[config.mk]
export PLATFORM = sky130hd
export DESIGN_NAME = integer_to_radix_digits_unit
export DESIGN_NICKNAME = d
export VERILOG_FILES = /design/src/rtl/core/itr_pkg.sv /design/src/rtl/core/itr_divider.sv /design/src/rtl/core/integer_to_radix_digits_unit.sv
export SDC_FILE = /design/constraint.sdc
export NUM_CORES = 1
export LEC_CHECK = 0
export BUFFER_PORTS_ARGS = -buffer_cell sky130_fd_sc_hd__buf_2
export CORE_MARGIN = 2
export CORE_UTILIZATION = 61
export DETAILED_ROUTE_END_ITERATION = 12
export PLACE_DENSITY = 0.8
export SYNTH_ARGS = -nofsm -noshare
export SYNTH_HDL_FRONTEND = slang
export SYNTH_SLANG_ARGS = --single-unit
[constraint.sdc]
create_clock -name aclk -period 7.8 [get_ports aclk]
set_clock_uncertainty 0.15 [all_clocks]
set_input_delay 2.34 -clock aclk [delete_from_list [all_inputs] [get_ports aclk]]
set_output_delay 2.34 -clock aclk [all_outputs]
set_load 0.02 [all_outputs]
[src/rtl/core/itr_pkg.sv]
// ----------------------------------------------------------------------------
// itr_pkg
// Shared types, sizes and the digit glyph function for the radix digit converter.
// ----------------------------------------------------------------------------
package itr_pkg;

    // Sizes of the value and of the digit store
    localparam int VALUE_WIDTH = 32;
    localparam int MAX_DIGITS  = 32;
    localparam int DIGIT_IDX_W = $clog2(MAX_DIGITS);
    localparam int COUNT_W     = $clog2(MAX_DIGITS + 1);

    // Quotient bits retired by the divider per cycle
    localparam int STEP_BITS   = 4;
    localparam int DIV_STEPS   = VALUE_WIDTH / STEP_BITS;
    localparam int STEP_CNT_W  = (DIV_STEPS > 1) ? $clog2(DIV_STEPS) : 1;

    // Radix register
    localparam int RADIX_W     = 5;
    localparam int DIGIT_W     = 4;
    localparam int CHAR_W      = 7;
    localparam logic [RADIX_W-1:0] RADIX_RESET = RADIX_W'(16);
    localparam logic [RADIX_W-1:0] RADIX_MIN   = RADIX_W'(2);
    localparam logic [RADIX_W-1:0] RADIX_MAX   = RADIX_W'(16);

    // Sequencer states
    typedef enum logic [1:0] {
        ST_IDLE,
        ST_DIVIDE,
        ST_READ,
        ST_EMIT
    } ctrl_state_t;

    // Clamp the register value to the supported bases
    function automatic logic [RADIX_W-1:0] clamp_radix(input logic [RADIX_W-1:0] r);
        logic [RADIX_W-1:0] b;
        begin
            b = r;
            if (r < RADIX_MIN) begin
                b = RADIX_MIN;
            end else if (r > RADIX_MAX) begin
                b = RADIX_MAX;
            end
            return b;
        end
    endfunction

    // Map a digit to its ASCII glyph, upper-case letters above nine
    function automatic logic [CHAR_W-1:0] glyph(input logic [DIGIT_W-1:0] d);
        logic [CHAR_W-1:0] c;
        begin
            if (d < DIGIT_W'(10)) begin
                c = CHAR_W'(8'h30) + CHAR_W'(d);
            end else begin
                c = CHAR_W'(8'h41) + CHAR_W'(d - DIGIT_W'(10));
            end
            return c;
        end
    endfunction

endpackage

[src/rtl/core/itr_divider.sv]
// ----------------------------------------------------------------------------
// itr_divider
// Iterative restoring divider of the working value by a small base, a few
// quotient bits per cycle; gives quotient and remainder with a done pulse.
// ----------------------------------------------------------------------------
module itr_divider
    import itr_pkg::*;
(
    input  logic                   aclk,
    input  logic                   aresetn,
    input  logic                   start,
    input  logic [VALUE_WIDTH-1:0] dividend,
    input  logic [RADIX_W-1:0]     divisor,
    output logic                   done,
    output logic [VALUE_WIDTH-1:0] quotient,
    output logic [DIGIT_W-1:0]     remainder
);

    logic                   running_reg, running_next;
    logic                   done_reg, done_next;
    logic [STEP_CNT_W-1:0]  step_reg, step_next;
    logic [VALUE_WIDTH-1:0] work_reg, work_next;
    logic [DIGIT_W-1:0]     rem_reg, rem_next;

    logic [VALUE_WIDTH-1:0] step_work;
    logic [DIGIT_W-1:0]     step_rem;

    // One division step: shift in dividend bits, compare and subtract
    always_comb begin
        logic [RADIX_W-1:0]     r;
        logic [VALUE_WIDTH-1:0] w;
        r = RADIX_W'(rem_reg);
        w = work_reg;
        for (int i = 0; i < STEP_BITS; i++) begin
            r = {r[DIGIT_W-1:0], w[VALUE_WIDTH-1]};
            w = {w[VALUE_WIDTH-2:0], 1'b0};
            if (r >= divisor) begin
                r    = r - divisor;
                w[0] = 1'b1;
            end
        end
        step_work = w;
        step_rem  = r[DIGIT_W-1:0];
    end

    // Load on start, then advance one step per cycle
    always_comb begin
        running_next = running_reg;
        done_next    = 1'b0;
        step_next    = step_reg;
        work_next    = work_reg;
        rem_next     = rem_reg;
        if (start) begin
            running_next = 1'b1;
            step_next    = '0;
            work_next    = dividend;
            rem_next     = '0;
        end else if (running_reg) begin
            work_next = step_work;
            rem_next  = step_rem;
            step_next = step_reg + STEP_CNT_W'(1);
            if (step_reg == STEP_CNT_W'(DIV_STEPS - 1)) begin
                running_next = 1'b0;
                done_next    = 1'b1;
            end
        end
    end

    always_ff @(posedge aclk) begin
        if (!aresetn) begin
            running_reg <= 1'b0;
            done_reg    <= 1'b0;
            step_reg    <= '0;
        end else begin
            running_reg <= running_next;
            done_reg    <= done_next;
            step_reg    <= step_next;
        end
        work_reg <= work_next;
        rem_reg  <= rem_next;
    end

    assign done      = done_reg;
    assign quotient  = work_reg;
    assign remainder = rem_reg;

endmodule

[src/rtl/core/integer_to_radix_digits_unit.sv]
// Sequence: for a value with n digits, the divider runs eight four-bit steps
// per digit plus a write-back, and then each digit is read from the store and
// emitted; n is at most 32 (base 2, full value).
// Throughput: one request at a time; s_tready is high only while idle.
// Reset: synchronous active-low aresetn returns to idle and sets radix to 16.
// ----------------------------------------------------------------------------
// integer_to_radix_digits_unit
// Converts an unsigned value to ASCII digits in base 2..16, most significant
// first, with tlast on the final digit. Remainders are kept in a small store
// and read back in reverse order.
// ----------------------------------------------------------------------------
module integer_to_radix_digits_unit
    import itr_pkg::*;
(
    input  logic                   aclk,
    input  logic                   aresetn,
    // configuration write channel
    input  logic                   cfg_valid,
    output logic                   cfg_ready,
    input  logic [RADIX_W-1:0]     cfg_data,    // radix
    // input stream
    input  logic                   s_tvalid,
    output logic                   s_tready,
    input  logic [VALUE_WIDTH-1:0] s_tdata,     // value
    // result stream
    output logic                   m_tvalid,
    input  logic                   m_tready,
    output logic [7:0]             m_tdata,     // digit_char [6:0], zero pad [7]
    output logic                   m_tlast      // last_digit
);

    ctrl_state_t            state_reg, state_next;
    logic [RADIX_W-1:0]     radix_reg;
    logic [COUNT_W-1:0]     count_reg, count_next;
    logic [DIGIT_IDX_W-1:0] idx_reg, idx_next;
    logic [DIGIT_W-1:0]     rd_data_reg;
    logic [DIGIT_W-1:0]     digit_mem [MAX_DIGITS];

    logic                   div_start;
    logic [VALUE_WIDTH-1:0] div_dividend;
    logic                   div_done;
    logic [VALUE_WIDTH-1:0] div_quotient;
    logic [DIGIT_W-1:0]     div_remainder;
    logic                   mem_we;
    logic                   mem_re;

    itr_divider u_divider (
        .aclk      (aclk),
        .aresetn   (aresetn),
        .start     (div_start),
        .dividend  (div_dividend),
        .divisor   (clamp_radix(radix_reg)),
        .done      (div_done),
        .quotient  (div_quotient),
        .remainder (div_remainder)
    );

    // Radix register, always writable
    assign cfg_ready = 1'b1;

    always_ff @(posedge aclk) begin
        if (!aresetn) begin
            radix_reg <= RADIX_RESET;
        end else if (cfg_valid && cfg_ready) begin
            radix_reg <= cfg_data;
        end
    end

    // Sequencer: divide until the quotient is zero or the store is full, then read digits back
    always_comb begin
        state_next   = state_reg;
        count_next   = count_reg;
        idx_next     = idx_reg;
        div_start    = 1'b0;
        div_dividend = s_tdata;
        mem_we       = 1'b0;
        mem_re       = 1'b0;
        unique case (state_reg)
            ST_IDLE: begin
                if (s_tvalid) begin
                    div_start  = 1'b1;
                    count_next = '0;
                    state_next = ST_DIVIDE;
                end
            end
            ST_DIVIDE: begin
                if (div_done) begin
                    mem_we     = 1'b1;
                    count_next = count_reg + COUNT_W'(1);
                    if (div_quotient != '0 && count_reg < COUNT_W'(MAX_DIGITS - 1)) begin
                        div_start    = 1'b1;
                        div_dividend = div_quotient;
                    end else begin
                        idx_next   = count_reg[DIGIT_IDX_W-1:0];
                        state_next = ST_READ;
                    end
                end
            end
            ST_READ: begin
                mem_re     = 1'b1;
                state_next = ST_EMIT;
            end
            ST_EMIT: begin
                if (m_tready) begin
                    if (idx_reg == '0) begin
                        state_next = ST_IDLE;
                    end else begin
                        idx_next   = idx_reg - DIGIT_IDX_W'(1);
                        state_next = ST_READ;
                    end
                end
            end
            default: begin
                state_next = ST_IDLE;
            end
        endcase
    end

    always_ff @(posedge aclk) begin
        if (!aresetn) begin
            state_reg <= ST_IDLE;
            count_reg <= '0;
            idx_reg   <= '0;
        end else begin
            state_reg <= state_next;
            count_reg <= count_next;
            idx_reg   <= idx_next;
        end
    end

    // Digit store: write remainders, registered read for emission
    always_ff @(posedge aclk) begin
        if (mem_we) begin
            digit_mem[count_reg[DIGIT_IDX_W-1:0]] <= div_remainder;
        end
        if (mem_re) begin
            rd_data_reg <= digit_mem[idx_reg];
        end
    end

    // Handshake and result
    assign s_tready = (state_reg == ST_IDLE);
    assign m_tvalid = (state_reg == ST_EMIT);
    assign m_tdata  = {1'b0, glyph(rd_data_reg)};
    assign m_tlast  = (idx_reg == '0);

endmodule

### Word-level counts from Yosys, hierarchy flattened

Memories as Yosys holds them, arrays and structs flattened. A register that Yosys moved wholly into a read port is not among the register bits.
Cells that the tools add are included.

| storage, ports and cells | value |
|---|---|
| bits in writable memories | 128 |
| bits in read-only memories | 0 |
| bits in latches | 0 |
| input port bits | 42 |
| output and inout bits | 12 |
| memories | 1 |
| logic and storage cells | 96 |
| flip-flop bits (word level) | 59 |

| operators by class | value |
|---|---|
| $add $sub $neg | 10 |
| bitwise logic cells | 2 |
| shift-type cells | 0 |
| muxes and demuxes | 43 |
| reductions and logical operators | 13 |
| magnitude comparators | 8 |
| equal/unequal tests | 10 |
| divide/modulo/power cells | 0 |
| $mul | 0 |

Memories:

| memory | depth | width | read ports | clocked after memory_dff | write ports | line | text |
|---|---|---|---|---|---|---|---|
| digit_mem | 32 | 4 | 1 | 1 | 1 | integer_to_radix_digits_unit.sv:37 | `logic [DIGIT_W-1:0] digit_mem [MAX_DIGITS];` |

Operator list:

| kind | count |
|---|---|
| 32-bit 2-to-1 mux | 5 |
| 32-bit nonzero test | 1 |
| 5-bit 2-to-1 mux | 6 |
| 5-bit greater-or-equal comparator | 4 |
| 1-bit 2-to-1 mux | 16 |
| 4-bit 2-to-1 mux | 4 |
| 4-bit subtractor | 4 |
| 6-bit 2-to-1 mux | 2 |
| 6-bit one-hot mux with 2 select lines | 1 |
| 2-bit 2-to-1 mux | 5 |
| 5-bit one-hot mux with 2 select lines | 1 |
| 2-bit one-hot mux with 4 select lines | 1 |
| 6-bit by 4-bit adder with 7-bit output, first input constant | 1 |
| 7-bit adder, first input constant | 1 |
| 7-bit 2-to-1 mux | 1 |
| 6-bit by 1-bit adder with 6-bit output, second input constant | 1 |
| 6-bit by 5-bit less-than comparator with 1-bit output, second input constant | 1 |
| 2-bit inequality test, second input constant | 3 |
| 2-bit nonzero test | 3 |
| 5-bit greater-than comparator, second input constant | 1 |
| 5-bit logical NOT | 1 |
| 5-bit by 2-bit less-than comparator with 1-bit output, second input constant | 1 |
| 5-bit AND reduction | 1 |
| 4-bit by 4-bit subtractor with 5-bit output, second input constant | 1 |
| 17 further kinds | 20 |

### Logic depth before layout (Yosys ltp)

| depth | value |
|---|---|
| word-level depth | 13 |
| gate-level depth with buffers | 25 |
| depth with buffers taken out | 25 |

### Cells and area by module

A second synthesis with hierarchy kept.

| second synthesis, totals | value |
|---|---|
| cell total of the unflattened synthesis | 670 |
| area, all modules | 9651.8 um^2 |

Modules (own cells, without submodules):

| module | cells an instance | seq. area each (um^2) | instances | area each (um^2) |
|---|---|---|---|---|
| integer_to_radix_digits_unit | 458 | 4324.1 | 1 | 7094.3 |
| itr_divider | 212 | 1141.1 | 1 | 2557.5 |

### Worst setup path after synthesis

No wires, ideal clock.

| path | value |
|---|---|
| path type | register to register |
| start point | register radix_reg[2] |
| end point | register u_divider.work_reg[0] (netlist: u_divider.quotient[0]) (data pin) |
| stages on the path, launching flop included | 23 |
| data required time | 7.390 ns |
| library setup time | 0.260 ns |
| arrival | 6.050 ns |
| path slack | 1.340 ns |
| cell sequence | dfxtp_1 nor2_1 o21ai_0 ha_1 and2_1 a21oi_1 o21ai_1 mux2_2 ha_1 a21oi_1 o21ai_0 a31o_2 mux2_1 ha_1 a21oi_1 o21ai_1 a221o_1 o41ai_1 ha_1 a21o_1 a31oi_1 o21ai_0 mux2_2 |

| between the ends | value |
|---|---|
| word-level cells in the longest chain between the ends | 13 |

RTL lines:

| item | line | text |
|---|---|---|
| from (decl) | integer_to_radix_digits_unit.sv:33 | `logic [RADIX_W-1:0] radix_reg;` |
| from (signal assigned) | integer_to_radix_digits_unit.sv:65 | `radix_reg <= cfg_data;` |
| 5-bit greater-than comparator | itr_pkg.sv:41 | `end else if (r > RADIX_MAX) begin` |
| 5-bit 2-to-1 mux | itr_pkg.sv:41 |  |
| 5-bit 2-to-1 mux (*) | itr_pkg.sv:39 | `if (r < RADIX_MIN) begin` |
| 4-bit subtractor or 5-bit greater-or-equal comparator (tied branches) | itr_divider.sv:38, itr_divider.sv:37 |  |
| 4-bit 2-to-1 mux | itr_divider.sv:37 | `if (r >= divisor) begin` |
| 4-bit subtractor or 5-bit greater-or-equal comparator (tied branches) | itr_divider.sv:38, itr_divider.sv:37 |  |
| 4-bit 2-to-1 mux | itr_divider.sv:37 |  |
| 4-bit subtractor or 5-bit greater-or-equal comparator (tied branches) | itr_divider.sv:38, itr_divider.sv:37 |  |
| 4-bit 2-to-1 mux | itr_divider.sv:37 |  |
| 5-bit greater-or-equal comparator (*) | itr_divider.sv:37 |  |
| 1-bit 2-to-1 mux (*) | itr_divider.sv:37 |  |
| 32-bit 2-to-1 mux (*) | itr_divider.sv:58 | `end else if (running_reg) begin` |
| 32-bit 2-to-1 mux (*) | itr_divider.sv:53 | `if (start) begin` |
| net u_divider.work_next[0] | itr_divider.sv:22 | `logic [VALUE_WIDTH-1:0] work_reg, work_next;` |
| to (signal assigned) | itr_divider.sv:79 | `work_reg <= work_next;` |
| to (decl) | itr_divider.sv:22 |  |

The timed path passes the listed nets; every way through them passes the cells marked *. The select of a mux whose other input is x is not followed.
A chain may end at the register's enable or synchronous reset.

### Worst setup path in the final report

| path | value |
|---|---|
| start point | register radix_reg[4] |
| end point | register u_divider.work_reg[0] (netlist: u_divider.quotient[0]) (data pin) |

The elaborated chain is that of the path after synthesis.

==> results.py <==
metrics = {
    "sta": {
        "fmax_ghz": 0.146,
        "worst_slack_ns": 0.961,
        "slew_headroom_pct": 44.9,
        "worstMarginPinSlew_ns": 0.823,
        "finalHoldViolCount": 0,
        "timing.final.crit_share_pct": 87.7,
        "grt_setup_unrepaired": "no",
        "maxSlewViolCount": 0,
        "whs_ns": 0.375,
        "min_period_ns": 6.84,
        "setup_tns_ns": 0,
        "setup_viol": 0,
    },
    "min_path": {
        "hold_path_class": "flip-flop to flip-flop",
    },
    "logic_synthesis": {
        "ys_types": 61,
        "synth_adder_area_share_pct": 5.38,
        "ys.flop_type": "edfxtp_1",
        "async_flop_share_pct": 0,
        "ys_warn_count": 0,
        "ys_seq_area_share_pct": 61.2,
        "ys_seq_elements": 191,
        "synth_fp_nets": 679,
        "netlist_area_mm2": 0.00892,
        "synth_xor_area_share_pct": 1.67,
        "synthCells": 601,
        "synth.area.top_cells": "edfxtp_1 (55%), mux4_2 (10%), dfxtp_1 (6.1%)",
        "avgSynthCellArea_um2": 14.8,
        "synth_top_family_by_area": "multiplexers",
        "synthSimpleGateAreaFrac_pct": 7.02,
        "synth_compound_area_share_pct": 5.61,
        "yosysTopAreaCell": "edfxtp_1",
        "muxShareOfSynthArea_pct": 16.4,
        "synth_edf_count": 164,
        "netlist.area_leader.share_pct": 55.2,
    },
    "drt": {
        "wirelength_mm": 17.7,
        "vias_per_cell": 6.17,
        "drt-wirelength-per-cell_um": 20.8,
        "first_pass_iters": 5,
        "route.detailed.drc": 0,
        "vias": 5255,
        "dr.first_iter.drc_count": 445,
        "final_antenna_net_count": 0,
    },
    "setup_path": {
        "cp_slowest_stage_delay_ns": 0.59,
        "cp_num_buf_inv": 1,
        "worstSetupStartpointType": "flip-flop",
        "crit_path_frequent_cell": "ha_1",
        "crit_path_max_fanout": 8,
        "endpoint_kind": "flip-flop",
        "path_cells": "inv_1 -> nand2_1 -> ha_1 -> and2_1 -> a21oi_1 -> o21ai_1 -> mux2_2 -> ha_1 -> nand2_1 -> o21ai_0 -> a31o_2 -> mux2_1 -> ha_1 -> a21oi_1 -> o21ai_1 -> a221o_1 -> o41ai_1 -> ha_1 -> a21o_1 -> a31oi_1 -> o21ai_0 -> mux2_2",
        "crit_slowest_cell": "o41ai_1",
        "arrival_ns": 6.88,
        "critical_path.top_delay_family": "compound AO/OA/AOI/OAI gates",
        "crit_type": "flip-flop to flip-flop",
        "required_ns": 7.84,
    },
    "clocking": {
        "holdBufCountCts": 0,
        "cts_htree_levels": 4,
        "cts_buffer_depth": 2,
        "tritoncts": "built",
        "cts_num_sinks": 191,
        "numCtsBuffers": 17,
        "path_clk_slew_ns": 0.07,
        "worstSkewPairLatency_ns": 0.43,
        "cts-root-buf": "clkbuf_16",
        "cts_setup_buffers": 0,
        "cts_resized": 0,
    },
    "job": {
        "maxCapViolCount": 0,
    },
    "global_route": {
        "antenna_found_initial": 0,
        "grt_pass1_vias": 5617,
        "gr-total-overflow": 0,
        "grtUsageTotal_pct": 23.7,
        "grt_max_degree": 38,
        "grt_pass1_wl_mm": 28.3,
    },
    "final_layout": {
        "fillerInstances": 954,
        "layout_commonest_cell": "edfxtp_1",
        "instances_no_fill": 852,
        "largest_register_ff_count": 128,
        "final_cell_mix": "edfxtp_1 (164), nor2_1 (62), buf_2 (51)",
        "finalNetCount": 733,
        "area_growth_pct": 11.4,
        "n_antenna_cell": 0,
        "drive_above_1_share_pct": 27.1,
    },
    "floorplanning": {
        "rows": 44,
        "dieWidth_um": 125,
        "core_area_mm2": 0.0144,
        "die-area_mm2": 0.0156,
        "top_level_ports": 54,
        "start_util_pct": 61.9,
        "dieHeight_um": 125,
    },
    "pwr": {
        "p_leak_uw": 0.00345,
        "power_density_mw_per_mm2": 324,
        "finalPower_uw": 3220,
        "ir_worst_vdd_mv": 0.693,
    },
    "placement": {
        "preCtsSetupSlack_ns": 1.05,
        "hpwlAfterDp_mm": 11.8,
        "post-place-cells": 820,
        "port_buffers": 51,
        "routabilityCongestion": 0.887,
    },
    "outcome": {
        "status": "finished, final reports clean",
    },
}
-- stage by stage --
stage,util [%],cell area [um2]
4_1_cts,68.9,9940
3_5_place_dp,64.8,9340
3_3_place_gp,64.8,9340
6_report,68.9,9940
2_1_floorplan,-,8920
5_1_grt,68.9,9940
-- kinds of logic after synthesis --
| kind of cell | after synthesis |
|---|---|
| compound gates | 76 |
| xor+xnor | 17 |
| fa+ha+maj | 36 |
| buf+inv | 50 |
| flops | 191 |
| mux | 91 |
| other cells | 2 |
| simple gates | 138 |
-- power by group --
part | internal, uW | switching, uW
logic | 471 | 607
registers | 1240 | 28.7
clock network | 482 | 390
-- tightest hold or removal path, stage by stage, from the launching register on --
cell     delay (ns)
dfxtp_1        0.35
mux2i_1        0.07
nor2_1         0.07
-- cell type report --
type / instances / area [um2] / share of cell area (%)
clock buffers: 17 / 425 / 4.28
repair buffers: 59 / 315 / 3.17
clock inverters: 15 / 171 / 1.72
multi-input cells: 360 / 3230 / 32.5
well taps: 184 / 230 / 2.32
flip-flops and latches: 191 / 5470 / 55.0
inverters: 26 / 97.6 / 0.982
-- Yosys cell counts, types with 5 or more instances --
library cell and instances:
nor2_1 62, mux2_2 41, a21o_1 6, xnor2_1 9, xor2_1 8, o211ai_1 6, o21ai_0 8, nand3_1 5
a21oi_1 26, edfxtp_1 164, dfxtp_1 27, clkbuf_1 14, mux2i_1 8, inv_1 25, nor4_1 8, nand3b_1 5
nand2_1 36, ha_1 32, mux4_2 40
-- path summary, 6_finish.rpt --
kind	start	slack, ns	cells past startpoint	end
hold / removal	radix_reg[0]$_SDFFE_PN0P_	0.38	2	radix_reg[0]$_SDFFE_PN0P_
setup reg to reg	radix_reg[4]$_SDFFE_PN1P_	0.96	22	u_divider.quotient[0]$_DFFE_PP_
setup / recovery	radix_reg[4]$_SDFFE_PN1P_	0.96	22	u_divider.quotient[0]$_DFFE_PP_
hold reg to reg	radix_reg[0]$_SDFFE_PN0P_	0.38	2	radix_reg[0]$_SDFFE_PN0P_
-- per-layer routing --
metal  GRT usage (%)  up-vias  part of all wire, %
li1                -     2410                    -
met1            28.2     2608                   39
met2            41.0      196                   52
met3            5.26       41                  5.7
met4            12.0        0                  3.4
met5               0        -                    0
Power figures use the tool's default switching activity.
